===== config.mk =====
export PLATFORM = sky130hd
export DESIGN_NAME = png_stored_deflate_encoder_unit
export DESIGN_NICKNAME = d
export VERILOG_FILES = /design/src/design/pngse_pkg.sv /design/src/design/pngse_geom.sv /design/src/design/pngse_cksum.sv /design/src/design/png_stored_deflate_encoder_unit.sv
export VERILOG_INCLUDE_DIRS = /design/src /design/src/design
export SDC_FILE = /design/constraint.sdc
export NUM_CORES = 2
export LEC_CHECK = 0
export BUFFER_PORTS_ARGS = -buffer_cell sky130_fd_sc_hd__buf_4
export CORE_MARGIN = 2
export CORE_UTILIZATION = 50
export CTS_CLUSTER_DIAMETER = 60
export DETAILED_ROUTE_END_ITERATION = 16
export GPL_TIMING_DRIVEN = 0
export PLACE_DENSITY_LB_ADDON = 0.1
export SLEW_MARGIN = 20
export SYNTH_ARGS = -nofsm -noshare
export SYNTH_HDL_FRONTEND = slang
export SYNTH_HIERARCHICAL = 1
export SYNTH_SLANG_ARGS = --single-unit

===== constraint.sdc =====
create_clock -name clk_i -period 12.8 [get_ports clk_i]
set_input_delay 1.28 -clock clk_i [delete_from_list [all_inputs] [get_ports clk_i]]
set_output_delay 1.28 -clock clk_i [all_outputs]
set_load 0.005 [all_outputs]

===== src/design/png_stored_deflate_encoder_unit_assert.svh =====
// Assertion macros shared by the PNG stored-deflate encoder RTL.
// The including module must provide clk_i and rst_ni.
`ifndef PNG_STORED_DEFLATE_ENCODER_UNIT_ASSERT_SVH
`define PNG_STORED_DEFLATE_ENCODER_UNIT_ASSERT_SVH

// Same-cycle implication, checked outside reset.
`define PNGSE_ASSERT_IMP(lbl, ante, cons, msg) \
  lbl: assert property (@(posedge clk_i) disable iff (!rst_ni) (ante) |-> (cons)) \
    else $error(msg);

// Next-cycle implication, checked outside reset.
`define PNGSE_ASSERT_NXT(lbl, ante, cons, msg) \
  lbl: assert property (@(posedge clk_i) disable iff (!rst_ni) (ante) |=> (cons)) \
    else $error(msg);

`endif


===== src/design/pngse_pkg.sv =====
// Package for the PNG stored-deflate encoder: widths, PNG/zlib constants,
// sequencer and register codes, shared structs and the byte-wise CRC-32 helper.
// Depends on nothing.
package pngse_pkg;

  localparam int unsigned MaxDim = 8192;
  localparam int DimW    = 14;
  localparam int RowPosW = 15;
  localparam int TotalW  = 28;
  localparam int BlocksW = 13;
  localparam int IdxW    = 6;
  localparam int CfgIdxW = 2;

  localparam logic [DimW-1:0] MaxDimV  = DimW'(MaxDim);
  localparam logic [31:0]     CrcPoly  = 32'hEDB88320;
  localparam logic [31:0]     CrcInit  = 32'hFFFFFFFF;
  localparam logic [16:0]     AdlerMod = 17'd65521;
  localparam logic [16:0]     StoredMax = 17'd65535;

  localparam logic [7:0] PngSig [8] = '{8'd137, 8'd80, 8'd78, 8'd71,
                                        8'd13, 8'd10, 8'd26, 8'd10};
  localparam logic [31:0] IhdrLen   = 32'd13;
  localparam logic [31:0] ChunkIhdr = 32'h49484452;
  localparam logic [31:0] ChunkIdat = 32'h49444154;
  localparam logic [31:0] ChunkIend = 32'h49454E44;
  localparam logic [7:0]  IhdrDepth = 8'd8;
  localparam logic [7:0]  IhdrColor = 8'd2;
  localparam logic [7:0]  ZlibCmf   = 8'h78;
  localparam logic [7:0]  ZlibFlg   = 8'h01;

  localparam logic [IdxW-1:0] HeadLast = IdxW'(42);
  localparam logic [IdxW-1:0] BlkLast  = IdxW'(4);
  localparam logic [IdxW-1:0] TailLast = IdxW'(19);

  typedef enum logic [1:0] {
    S_HEAD,
    S_RAW,
    S_TAIL
  } step_e;

  typedef enum logic [CfgIdxW-1:0] {
    RegWidth  = 2'd0,
    RegHeight = 2'd1
  } cfg_reg_e;

  typedef struct packed {
    logic [DimW-1:0]    width;
    logic [DimW-1:0]    height;
    logic [RowPosW-1:0] row_len;
    logic [TotalW-1:0]  raw_total;
    logic [31:0]        idat_length;
  } geom_t;

  typedef struct packed {
    logic byte_en;
    logic crc_en;
    logic crc_restart;
    logic raw_en;
    logic adler_clear;
  } cksum_ctl_t;

  function automatic logic [31:0] crc_byte(input logic [31:0] crc, input logic [7:0] data);
    logic [31:0] c;
    c = crc ^ {24'd0, data};
    for (int k = 0; k < 8; k++) begin
      c = c[0] ? (CrcPoly ^ (c >> 1)) : (c >> 1);
    end
    return c;
  endfunction

  function automatic logic [7:0] be_byte(input logic [31:0] w, input logic [1:0] sel);
    logic [7:0] b;
    case (sel)
      2'd0:    b = w[31:24];
      2'd1:    b = w[23:16];
      2'd2:    b = w[15:8];
      default: b = w[7:0];
    endcase
    return b;
  endfunction

  function automatic logic [DimW-1:0] clamp_dim(input logic [DimW-1:0] v);
    logic [DimW-1:0] r;
    if (v == '0) begin
      r = DimW'(1);
    end else if (v > MaxDimV) begin
      r = MaxDimV;
    end else begin
      r = v;
    end
    return r;
  endfunction

endpackage


===== src/design/pngse_geom.sv =====
// Image geometry: configuration registers, per-image latch of the clamped size,
// and a short register pipeline for the raw byte total and the IDAT length.
// Depends on pngse_pkg.
module pngse_geom import pngse_pkg::*; (
  input  logic               clk_i,
  input  logic               rst_ni,
  input  logic               cfg_we_i,
  input  logic [CfgIdxW-1:0] cfg_index_i,
  input  logic [DimW-1:0]    cfg_data_i,
  input  logic               start_i,
  output geom_t              geom_o
);

  logic [DimW-1:0]    cfg_w_q, cfg_w_d, cfg_h_q, cfg_h_d;
  logic [DimW-1:0]    w_q, w_d, h_q, h_d;
  logic [RowPosW-1:0] row_len_q, row_len_d;
  logic [TotalW-1:0]  raw_q, raw_d;
  logic [BlocksW-1:0] blocks_q, blocks_d;
  logic [31:0]        idat_q, idat_d;
  logic [TotalW-1:0]  row_ext;
  logic [11:0]        quo_hi;
  logic [16:0]        rem_sum;
  logic [16:0]        rem_fix;
  logic [BlocksW-1:0] quo;

  always_comb begin
    cfg_w_d = cfg_w_q;
    cfg_h_d = cfg_h_q;
    if (cfg_we_i) begin
      case (cfg_index_i)
        RegWidth:  cfg_w_d = cfg_data_i;
        RegHeight: cfg_h_d = cfg_data_i;
        default: ;
      endcase
    end
  end

  always_comb begin
    w_d = start_i ? clamp_dim(cfg_w_q) : w_q;
    h_d = start_i ? clamp_dim(cfg_h_q) : h_q;
    row_len_d = RowPosW'({w_q, 1'b0}) + RowPosW'(w_q);
    row_ext = TotalW'(row_len_q) + TotalW'(1);
    raw_d = row_ext * TotalW'(h_q);
    quo_hi = raw_q[TotalW-1:16];
    rem_sum = 17'(quo_hi) + 17'(raw_q[15:0]);
    if (rem_sum >= StoredMax) begin
      quo = BlocksW'(quo_hi) + BlocksW'(1);
      rem_fix = rem_sum - StoredMax;
    end else begin
      quo = BlocksW'(quo_hi);
      rem_fix = rem_sum;
    end
    blocks_d = quo + BlocksW'(rem_fix != '0);
    idat_d = 32'd6 + 32'(raw_q) + 32'({blocks_q, 2'b00}) + 32'(blocks_q);
  end

  always_ff @(posedge clk_i or negedge rst_ni) begin
    if (!rst_ni) begin
      cfg_w_q   <= DimW'(1);
      cfg_h_q   <= DimW'(1);
      w_q       <= DimW'(1);
      h_q       <= DimW'(1);
      row_len_q <= RowPosW'(3);
      raw_q     <= TotalW'(4);
      blocks_q  <= BlocksW'(1);
      idat_q    <= 32'd15;
    end else begin
      cfg_w_q   <= cfg_w_d;
      cfg_h_q   <= cfg_h_d;
      w_q       <= w_d;
      h_q       <= h_d;
      row_len_q <= row_len_d;
      raw_q     <= raw_d;
      blocks_q  <= blocks_d;
      idat_q    <= idat_d;
    end
  end

  assign geom_o.width       = w_q;
  assign geom_o.height      = h_q;
  assign geom_o.row_len     = row_len_q;
  assign geom_o.raw_total   = raw_q;
  assign geom_o.idat_length = idat_q;

endmodule


===== src/design/pngse_cksum.sv =====
// Running checksums of the output stream: chunk CRC-32 over typed bytes and
// Adler-32 over the raw zlib payload, one byte per cycle when byte_en is set.
// Depends on pngse_pkg.
module pngse_cksum import pngse_pkg::*; (
  input  logic        clk_i,
  input  logic        rst_ni,
  input  cksum_ctl_t  ctl_i,
  input  logic [7:0]  data_i,
  output logic [31:0] crc_o,
  output logic [31:0] adler_o
);

  logic [31:0] crc_q, crc_d;
  logic [15:0] lo_q, lo_d, hi_q, hi_d;
  logic [16:0] lo_sum, lo_mod, hi_sum;

  always_comb begin
    crc_d = crc_q;
    if (ctl_i.byte_en && ctl_i.crc_en) begin
      crc_d = crc_byte(ctl_i.crc_restart ? CrcInit : crc_q, data_i);
    end
  end

  always_comb begin
    lo_sum = 17'(lo_q) + 17'(data_i);
    lo_mod = (lo_sum >= AdlerMod) ? (lo_sum - AdlerMod) : lo_sum;
    hi_sum = 17'(hi_q) + lo_mod;
    lo_d = lo_q;
    hi_d = hi_q;
    if (ctl_i.adler_clear) begin
      lo_d = 16'd1;
      hi_d = 16'd0;
    end else if (ctl_i.byte_en && ctl_i.raw_en) begin
      lo_d = lo_mod[15:0];
      hi_d = (hi_sum >= AdlerMod) ? 16'(hi_sum - AdlerMod) : hi_sum[15:0];
    end
  end

  always_ff @(posedge clk_i or negedge rst_ni) begin
    if (!rst_ni) begin
      crc_q <= CrcInit;
      lo_q  <= 16'd1;
      hi_q  <= 16'd0;
    end else begin
      crc_q <= crc_d;
      lo_q  <= lo_d;
      hi_q  <= hi_d;
    end
  end

  assign crc_o   = crc_q;
  assign adler_o = {hi_q, lo_q};

endmodule


===== src/design/png_stored_deflate_encoder_unit.sv =====
// PNG stored-deflate encoder top level: input register, byte sequencer and
// output register. Depends on pngse_pkg, pngse_geom and pngse_cksum.
//
// Usage: pixel bytes (R, G, B, rows top first) enter on the pixel channel; the
// PNG file leaves one byte per transaction on the out channel. last_of_run_o
// marks the final byte caused by one pixel byte, end_of_image_o the last byte
// of the file. image_width (index 0) and image_height (index 1) are written on
// the cfg channel between images; the size is taken when an image starts.
// Each pixel byte sits in an input register while the sequencer produces its
// bytes, one per cycle, into the output register. The first byte of a row is
// preceded by a filter byte, and a stored block header comes where a block
// starts; the signature, IHDR, IDAT and zlib headers precede an image's first
// byte, the Adler-32, IDAT CRC and IEND chunk follow its last. The output
// register sets the rate at one byte per cycle; the next pixel byte is accepted
// in the cycle that the current one produces its last byte. A stalled receiver
// holds the output register and stops the sequencer. Reset leaves the block
// idle, waiting for the first byte of an image, with both dimensions set to 1.
`include "png_stored_deflate_encoder_unit_assert.svh"

module png_stored_deflate_encoder_unit import pngse_pkg::*; (
  input  logic               clk_i,
  input  logic               rst_ni,
  input  logic               pixel_valid_i,
  output logic               pixel_ready_o,
  input  logic [7:0]         pixel_byte_i,
  output logic               out_valid_o,
  input  logic               out_ready_i,
  output logic [7:0]         out_byte_o,
  output logic               last_of_run_o,
  output logic               end_of_image_o,
  input  logic               cfg_valid_i,
  output logic               cfg_ready_o,
  input  logic [CfgIdxW-1:0] cfg_index_i,
  input  logic [DimW-1:0]    cfg_data_i
);

  geom_t      geom;
  cksum_ctl_t ck_ctl;
  logic [31:0] crc, adler;

  logic              in_valid_q, in_valid_d;
  logic [7:0]        pix_q, pix_d;
  step_e             step_q, step_d;
  logic [IdxW-1:0]   run_idx_q, run_idx_d;
  logic [15:0]       block_left_q, block_left_d;
  logic [TotalW-1:0] bytes_done_q, bytes_done_d;
  logic [RowPosW-1:0] row_pos_q, row_pos_d;
  logic [DimW-1:0]   rows_left_q, rows_left_d;
  logic              out_valid_q, out_valid_d;
  logic [7:0]        out_byte_q, out_byte_d;
  logic              out_last_q, out_last_d;
  logic              out_eoi_q, out_eoi_d;

  logic              out_free, fire, accept;
  logic              blk_hdr, blk_final, row_start, row_end;
  logic [TotalW-1:0] left;
  logic [15:0]       blk_len;
  logic [7:0]        cur_byte;
  logic              crc_en, crc_restart, raw_en, item_end, to_tail, image_end;

  assign out_free = !out_valid_q || out_ready_i;
  assign fire     = in_valid_q && out_free;
  assign pixel_ready_o = !in_valid_q || (out_free && item_end);
  assign accept   = pixel_valid_i && pixel_ready_o;
  assign cfg_ready_o = 1'b1;

  assign blk_hdr   = (block_left_q == '0);
  assign left      = geom.raw_total - bytes_done_q;
  assign blk_final = (left <= TotalW'(StoredMax));
  assign blk_len   = blk_final ? left[15:0] : StoredMax[15:0];
  assign row_start = (row_pos_q == '0);
  assign row_end   = (row_pos_q == geom.row_len);

  pngse_geom u_geom (
    .clk_i       (clk_i),
    .rst_ni      (rst_ni),
    .cfg_we_i    (cfg_valid_i && cfg_ready_o),
    .cfg_index_i (cfg_index_i),
    .cfg_data_i  (cfg_data_i),
    .start_i     (fire && (step_q == S_HEAD) && (run_idx_q == '0)),
    .geom_o      (geom)
  );

  always_comb begin
    ck_ctl.byte_en     = fire;
    ck_ctl.crc_en      = crc_en;
    ck_ctl.crc_restart = crc_restart;
    ck_ctl.raw_en      = raw_en;
    ck_ctl.adler_clear = fire && (step_q == S_HEAD) && (run_idx_q == HeadLast);
  end

  pngse_cksum u_cksum (
    .clk_i   (clk_i),
    .rst_ni  (rst_ni),
    .ctl_i   (ck_ctl),
    .data_i  (cur_byte),
    .crc_o   (crc),
    .adler_o (adler)
  );

  // Byte selection and per-byte flags for the current sequencer position.
  always_comb begin
    cur_byte    = 8'd0;
    crc_en      = 1'b0;
    crc_restart = 1'b0;
    raw_en      = 1'b0;
    item_end    = 1'b0;
    to_tail     = 1'b0;
    image_end   = 1'b0;
    case (step_q)
      S_HEAD: begin
        case (run_idx_q) inside
          [6'd0:6'd7]:   cur_byte = PngSig[run_idx_q[2:0]];
          [6'd8:6'd11]:  cur_byte = be_byte(IhdrLen, run_idx_q[1:0]);
          [6'd12:6'd15]: begin
            cur_byte    = be_byte(ChunkIhdr, run_idx_q[1:0]);
            crc_en      = 1'b1;
            crc_restart = (run_idx_q == 6'd12);
          end
          [6'd16:6'd19]: begin
            cur_byte = be_byte(32'(geom.width), run_idx_q[1:0]);
            crc_en   = 1'b1;
          end
          [6'd20:6'd23]: begin
            cur_byte = be_byte(32'(geom.height), run_idx_q[1:0]);
            crc_en   = 1'b1;
          end
          6'd24: begin
            cur_byte = IhdrDepth;
            crc_en   = 1'b1;
          end
          6'd25: begin
            cur_byte = IhdrColor;
            crc_en   = 1'b1;
          end
          [6'd26:6'd28]: crc_en = 1'b1;
          [6'd29:6'd32]: cur_byte = be_byte(crc ^ CrcInit, 2'(run_idx_q - 6'd29));
          [6'd33:6'd36]: cur_byte = be_byte(geom.idat_length, 2'(run_idx_q - 6'd33));
          [6'd37:6'd40]: begin
            cur_byte    = be_byte(ChunkIdat, 2'(run_idx_q - 6'd37));
            crc_en      = 1'b1;
            crc_restart = (run_idx_q == 6'd37);
          end
          6'd41: begin
            cur_byte = ZlibCmf;
            crc_en   = 1'b1;
          end
          6'd42: begin
            cur_byte = ZlibFlg;
            crc_en   = 1'b1;
          end
          default: cur_byte = 8'd0;
        endcase
      end
      S_RAW: begin
        crc_en = 1'b1;
        if (blk_hdr) begin
          case (run_idx_q)
            6'd0:    cur_byte = {7'd0, blk_final};
            6'd1:    cur_byte = blk_len[7:0];
            6'd2:    cur_byte = blk_len[15:8];
            6'd3:    cur_byte = ~blk_len[7:0];
            6'd4:    cur_byte = ~blk_len[15:8];
            default: cur_byte = 8'd0;
          endcase
        end else begin
          raw_en   = 1'b1;
          cur_byte = row_start ? 8'd0 : pix_q;
          if (!row_start) begin
            to_tail  = row_end && (rows_left_q == DimW'(1));
            item_end = !to_tail;
          end
        end
      end
      S_TAIL: begin
        case (run_idx_q) inside
          [6'd0:6'd3]: begin
            cur_byte = be_byte(adler, run_idx_q[1:0]);
            crc_en   = 1'b1;
          end
          [6'd4:6'd7]:   cur_byte = be_byte(crc ^ CrcInit, run_idx_q[1:0]);
          [6'd8:6'd11]:  cur_byte = 8'd0;
          [6'd12:6'd15]: begin
            cur_byte    = be_byte(ChunkIend, run_idx_q[1:0]);
            crc_en      = 1'b1;
            crc_restart = (run_idx_q == 6'd12);
          end
          [6'd16:6'd19]: cur_byte = be_byte(crc ^ CrcInit, run_idx_q[1:0]);
          default:       cur_byte = 8'd0;
        endcase
        image_end = (run_idx_q == TailLast);
        item_end  = image_end;
      end
      default: cur_byte = 8'd0;
    endcase
  end

  // Sequencer next state.
  always_comb begin
    step_d    = step_q;
    run_idx_d = run_idx_q;
    if (fire) begin
      case (step_q)
        S_HEAD: begin
          if (run_idx_q == HeadLast) begin
            step_d    = S_RAW;
            run_idx_d = '0;
          end else begin
            run_idx_d = run_idx_q + IdxW'(1);
          end
        end
        S_RAW: begin
          if (blk_hdr) begin
            run_idx_d = (run_idx_q == BlkLast) ? '0 : run_idx_q + IdxW'(1);
          end else if (to_tail) begin
            step_d    = S_TAIL;
            run_idx_d = '0;
          end
        end
        S_TAIL: begin
          if (run_idx_q == TailLast) begin
            step_d    = S_HEAD;
            run_idx_d = '0;
          end else begin
            run_idx_d = run_idx_q + IdxW'(1);
          end
        end
        default: begin
          step_d    = S_HEAD;
          run_idx_d = '0;
        end
      endcase
    end
  end

  // Image counters.
  always_comb begin
    block_left_d = block_left_q;
    bytes_done_d = bytes_done_q;
    row_pos_d    = row_pos_q;
    rows_left_d  = rows_left_q;
    if (fire) begin
      if ((step_q == S_HEAD) && (run_idx_q == HeadLast)) begin
        block_left_d = '0;
        bytes_done_d = '0;
        row_pos_d    = '0;
        rows_left_d  = geom.height;
      end else if (step_q == S_RAW) begin
        if (blk_hdr) begin
          if (run_idx_q == BlkLast) begin
            block_left_d = blk_len;
          end
        end else begin
          bytes_done_d = bytes_done_q + TotalW'(1);
          block_left_d = block_left_q - 16'd1;
          if (row_start) begin
            row_pos_d = RowPosW'(1);
          end else if (row_end) begin
            row_pos_d   = '0;
            rows_left_d = rows_left_q - DimW'(1);
          end else begin
            row_pos_d = row_pos_q + RowPosW'(1);
          end
        end
      end
    end
  end

  // Input and output registers.
  always_comb begin
    in_valid_d = in_valid_q;
    pix_d      = pix_q;
    if (accept) begin
      in_valid_d = 1'b1;
      pix_d      = pixel_byte_i;
    end else if (fire && item_end) begin
      in_valid_d = 1'b0;
    end
    out_valid_d = out_valid_q;
    out_byte_d  = out_byte_q;
    out_last_d  = out_last_q;
    out_eoi_d   = out_eoi_q;
    if (fire) begin
      out_valid_d = 1'b1;
      out_byte_d  = cur_byte;
      out_last_d  = item_end;
      out_eoi_d   = image_end;
    end else if (out_ready_i) begin
      out_valid_d = 1'b0;
    end
  end

  always_ff @(posedge clk_i or negedge rst_ni) begin
    if (!rst_ni) begin
      in_valid_q   <= 1'b0;
      step_q       <= S_HEAD;
      run_idx_q    <= '0;
      block_left_q <= '0;
      bytes_done_q <= '0;
      row_pos_q    <= '0;
      rows_left_q  <= '0;
      out_valid_q  <= 1'b0;
    end else begin
      in_valid_q   <= in_valid_d;
      step_q       <= step_d;
      run_idx_q    <= run_idx_d;
      block_left_q <= block_left_d;
      bytes_done_q <= bytes_done_d;
      row_pos_q    <= row_pos_d;
      rows_left_q  <= rows_left_d;
      out_valid_q  <= out_valid_d;
    end
  end

  always_ff @(posedge clk_i) begin
    pix_q      <= pix_d;
    out_byte_q <= out_byte_d;
    out_last_q <= out_last_d;
    out_eoi_q  <= out_eoi_d;
  end

  assign out_valid_o    = out_valid_q;
  assign out_byte_o     = out_byte_q;
  assign last_of_run_o  = out_last_q;
  assign end_of_image_o = out_eoi_q;

  `PNGSE_ASSERT_IMP(a_eoi_is_last, out_valid_o && end_of_image_o, last_of_run_o,
    "end of image without end of run")
  `PNGSE_ASSERT_IMP(a_head_idx, step_q == S_HEAD, run_idx_q <= HeadLast,
    "header index out of range")
  `PNGSE_ASSERT_IMP(a_tail_idx, step_q == S_TAIL, run_idx_q <= TailLast,
    "trailer index out of range")
  `PNGSE_ASSERT_IMP(a_blk_room, in_valid_q && (step_q == S_RAW) && blk_hdr,
    geom.raw_total > bytes_done_q, "stored block header with no raw bytes left")
  `PNGSE_ASSERT_NXT(a_img_start, fire && (step_q == S_HEAD) && (run_idx_q == HeadLast),
    (step_q == S_RAW) && (bytes_done_q == '0) && (block_left_q == '0),
    "image counters not cleared after header")

endmodule

==> flow_summary_export.csv <==
group,metric,value,unit
status,status,"complete, no violations",
critical_path,crit_type,"reg -> reg",
yosys,synth_top_flop_cell,"dfrtp_1",
critical_path,startpoint_type,"register",
route,firstDrtPassIters,6,
grt,grtUsageTotal,31.31,%
yosys,async_reset_ff_share,94.12,%
yosys,muxShareOfSynthArea,1.910,%
critical_path,end_kind,"register",
yosys,synthCells,3477,
sta,fin_setup_tns,0,ns
sta,drv_slew,0,
floorplan,die_w,249.7,um
clock_network,ctsResizeCount,0,
clock_network,cts.sinks,306,
power,p_total,0.005862,W
sta,post-route-min-period,11.86,ns
power,total_leakage_power,15.08,nW
yosys,synth_edf_count,18,
layout,final_cell_area,33110,um2
clock_network,cts.path.max_buffers,3,
power,seqPwrFrac,24.2,%
floorplan,coreArea,60020,um2
power,p_sw_share,44.45,%
yosys,synthTopCellsByCount,"nand2_1, inv_1, nor2_1",
floorplan,num_rows,90,
critical_path,worst_path_largest_cell_delay,0.53,ns
power,p_per_area,177.0,nW/um2
critical_path,cp.arrival,12.32,ns
hold_path,hold_path_class,"reg -> reg",
yosys,synth.top_cell.area_share,20.14,%
layout,drive_gt1_share,7.771,%
yosys,synth_area_leaders,"dfrtp_1, fa_1, ha_1",
floorplan,start_util,50.30,%
yosys,syn_area,30190,um2
placed_design,place_congestion,0.9467,
floorplan,die_y,249.7,um
route,vias,26730,
placed_design,numPortBuffers,40,
yosys,synth_simple_gate_area_share,18.66,%
sta,rsz0062_at_grt,"no",
sta,finalSetupViolCount,0,
sta,finalHoldViolCount,0,
power,vdd_drop_max,0.0001376,V
sta,worstMarginPinSlew,1.105,ns
sta,fmax,84.32,MHz
critical_path,cp_max_fo,10,
grt,grt_max_degree,100,
route,drc,0,
power,power_switching,0.002606,W
clock_network,cts_tree,"built",
yosys,synth_xor_area_share,8.255,%
route,wl_per_cell,22.37,um
power,comb_power_share,54.3,%
sta,period_share,92.65,%
route,drt_iter0_drc,1980,
yosys,synth_most_common_cell,"nand2_1",
clock_network,cts-root-buf,"clkbuf_16",
floorplan,num_io_pins,42,
layout,syn_to_final_growth,9.677,%
grt,grt_overflow,0,
clock_network,cts_buffers,44,
critical_path,required,13.26,ns
clock_network,worstSkewPairLatency,0.58,ns
yosys,synth_top_family_by_area,"adder cells",
sta,fin_worst_skew,0.02608,ns
yosys,ys_seq_elements,306,
placed_design,dpl.hpwl,77.16,mm
yosys,synth_warnings,6,
layout,fin_util,55.17,%
yosys,ys_seq_area_share,25.85,%
grt,antenna_found_initial,1,
clock_network,postCtsSetupBuffers,0,
yosys,avgSynthCellArea,8.683,um2
power,power_frac_clock,21.4,%
grt,grt_pass1_vias,26590,
critical_path,critPathSlowestCell,"or4_4",
clock_network,path_clk_slew,0.06,ns
route,ant_nets,0,
yosys,synthAdderAreaFrac,21.19,%
yosys,synth_cell_type_count,113,
grt,grt_pass1_wl,152.3,mm
layout,fin_nets,3998,
clock_network,htreeDepth,2,
power,p_int,0.003256,W
floorplan,die_area,62370,um2
yosys,synth-compound-area-share,18.09,%
route,finalWirelength,98.14,mm
route,viasPerCell,6.093,
yosys,yosys.area.top_type,"dfrtp_1",
sta,maxSlewHeadroom,26.10,%
clock_network,postCtsHoldBufs,0,
flow_run,drv_cap,0,
placed_design,postPlaceCellArea,31580,um2
==> metrics by stage <==
stage / hold WS (ns) / setup slack [ns] / std cells
2_1_floorplan: 0.3672 / 3.262 / 3479
3_5_place_dp: 0.4072 / 1.140 / 4304
6_report: 0.4250 / 0.9402 / 4386
4_1_cts: 0.4234 / 1.095 / 4385
5_1_grt: 0.4275 / 0.3641 / 4386
3_3_place_gp: 0.4119 / 1.179 / 4301
==> critical path: cells and delay by family (launching register included) <==
family	cells	cell delay [ns]
DFF	1	0.50
AOI/OAI and AO/OA	18	5.69
and+or+nand+nor	8	2.86
buffers and inverters	5	0.64
xor gates and xnor gates	2	0.77
adders and majority gates	4	1.29
==> cells by family after synthesis <==
kind of cell    count (synthesis)
simple gates                 1155
compound gates                806
buf+inv                       470
fa+ha+maj                     403
flops                         306
xor+xnor                      282
mux                            53
other cells                     2
==> area by class of cell <==
class	instances	area, um2
Sequential cell	306	7804
Clock buffer	60	1304
Multi-Input combinational cell	2703	20590
Clock inverter	21	225.2
Buffer	146	601.8
Tap cell	782	978.4
Timing Repair Buffer	43	390.4
Inverter	324	1216
Antenna cell	1	2.502
Fill cell	5547	26910
==> final timing paths <==
| path | from | end | slack, ns | cells past startpoint |
|---|---|---|---|---|
| min in group asynchronous | rst_ni | bytes_done_q[25]$_DFFE_PN0P_ | 0.47 | 1 |
| worst min register to register | u_geom/w_q[0]$_DFFE_PN1P_ | u_geom/row_len_q[0]$_DFF_PN1_ | 0.43 | 0 |
| worst max register to register | u_geom/raw_q[0]$_DFF_PN0_ | u_cksum/hi_q[5]$_DFFE_PN0P_ | 0.94 | 37 |
| max in group asynchronous | rst_ni | u_geom/cfg_w_q[0]$_DFFE_PN1P_ | 10.75 | 4 |
| worst min-delay path | u_geom/w_q[0]$_DFFE_PN1P_ | u_geom/row_len_q[0]$_DFF_PN1_ | 0.43 | 0 |
| worst max-delay path | u_geom/raw_q[0]$_DFF_PN0_ | u_cksum/hi_q[5]$_DFFE_PN0P_ | 0.94 | 37 |
==> layout by cell type (no fill, tap or decap), types with 99 or more instances in the layout <==
cell type  netlist  layout
nor2_1         266     266
xor2_1          99      99
a21oi_1        170     169
nand2_1        358     358
clkbuf_1       118     122
xnor2_1        180     180
and2_1         101     101
inv_1          321     321
dfrtp_1        243     243
fa_1           181     181
ha_1           220     220
o21ai_0        199     199
==> sequential cells by signal, summed over array words and instances, names as in the netlist, 2 cells and up <==
register and count:
out_byte_o 8, u_geom/cfg_w_q 14, u_cksum/hi_q 16, pix_q 8
u_geom/blocks_q 13, u_geom/row_len_q 15, row_pos_q 15, u_geom/cfg_h_q 14
u_geom/raw_q 28, bytes_done_q 28, u_cksum/crc_o 32, u_geom/h_q 14
run_idx_q 6, u_geom/idat_q 29, rows_left_q 14, u_cksum/lo_q 16
step_q 2, u_geom/w_q 14, block_left_q 16
==> per-layer routing <==
metal	track usage [%]	vias up	wire length, um
met5	0	-	0
met4	13.30	0	4370
met3	3.765	225	5062
met2	53.97	801	48450
met1	39.71	13420	40260
li1	-	12280	-
==> power groups by stage <==
stage	Clock (W)	Sequential, W	Combinational (W)
after floorplan	0	0.00134	0.00242
after global placement	0	0.00143	0.00306
after detailed placement	0	0.00143	0.00312
after CTS	0.00128	0.00142	0.00314
after global routing	0.00132	0.00144	0.00348
final	0.00126	0.00142	0.00318
Power figures use the tool's default switching activity.
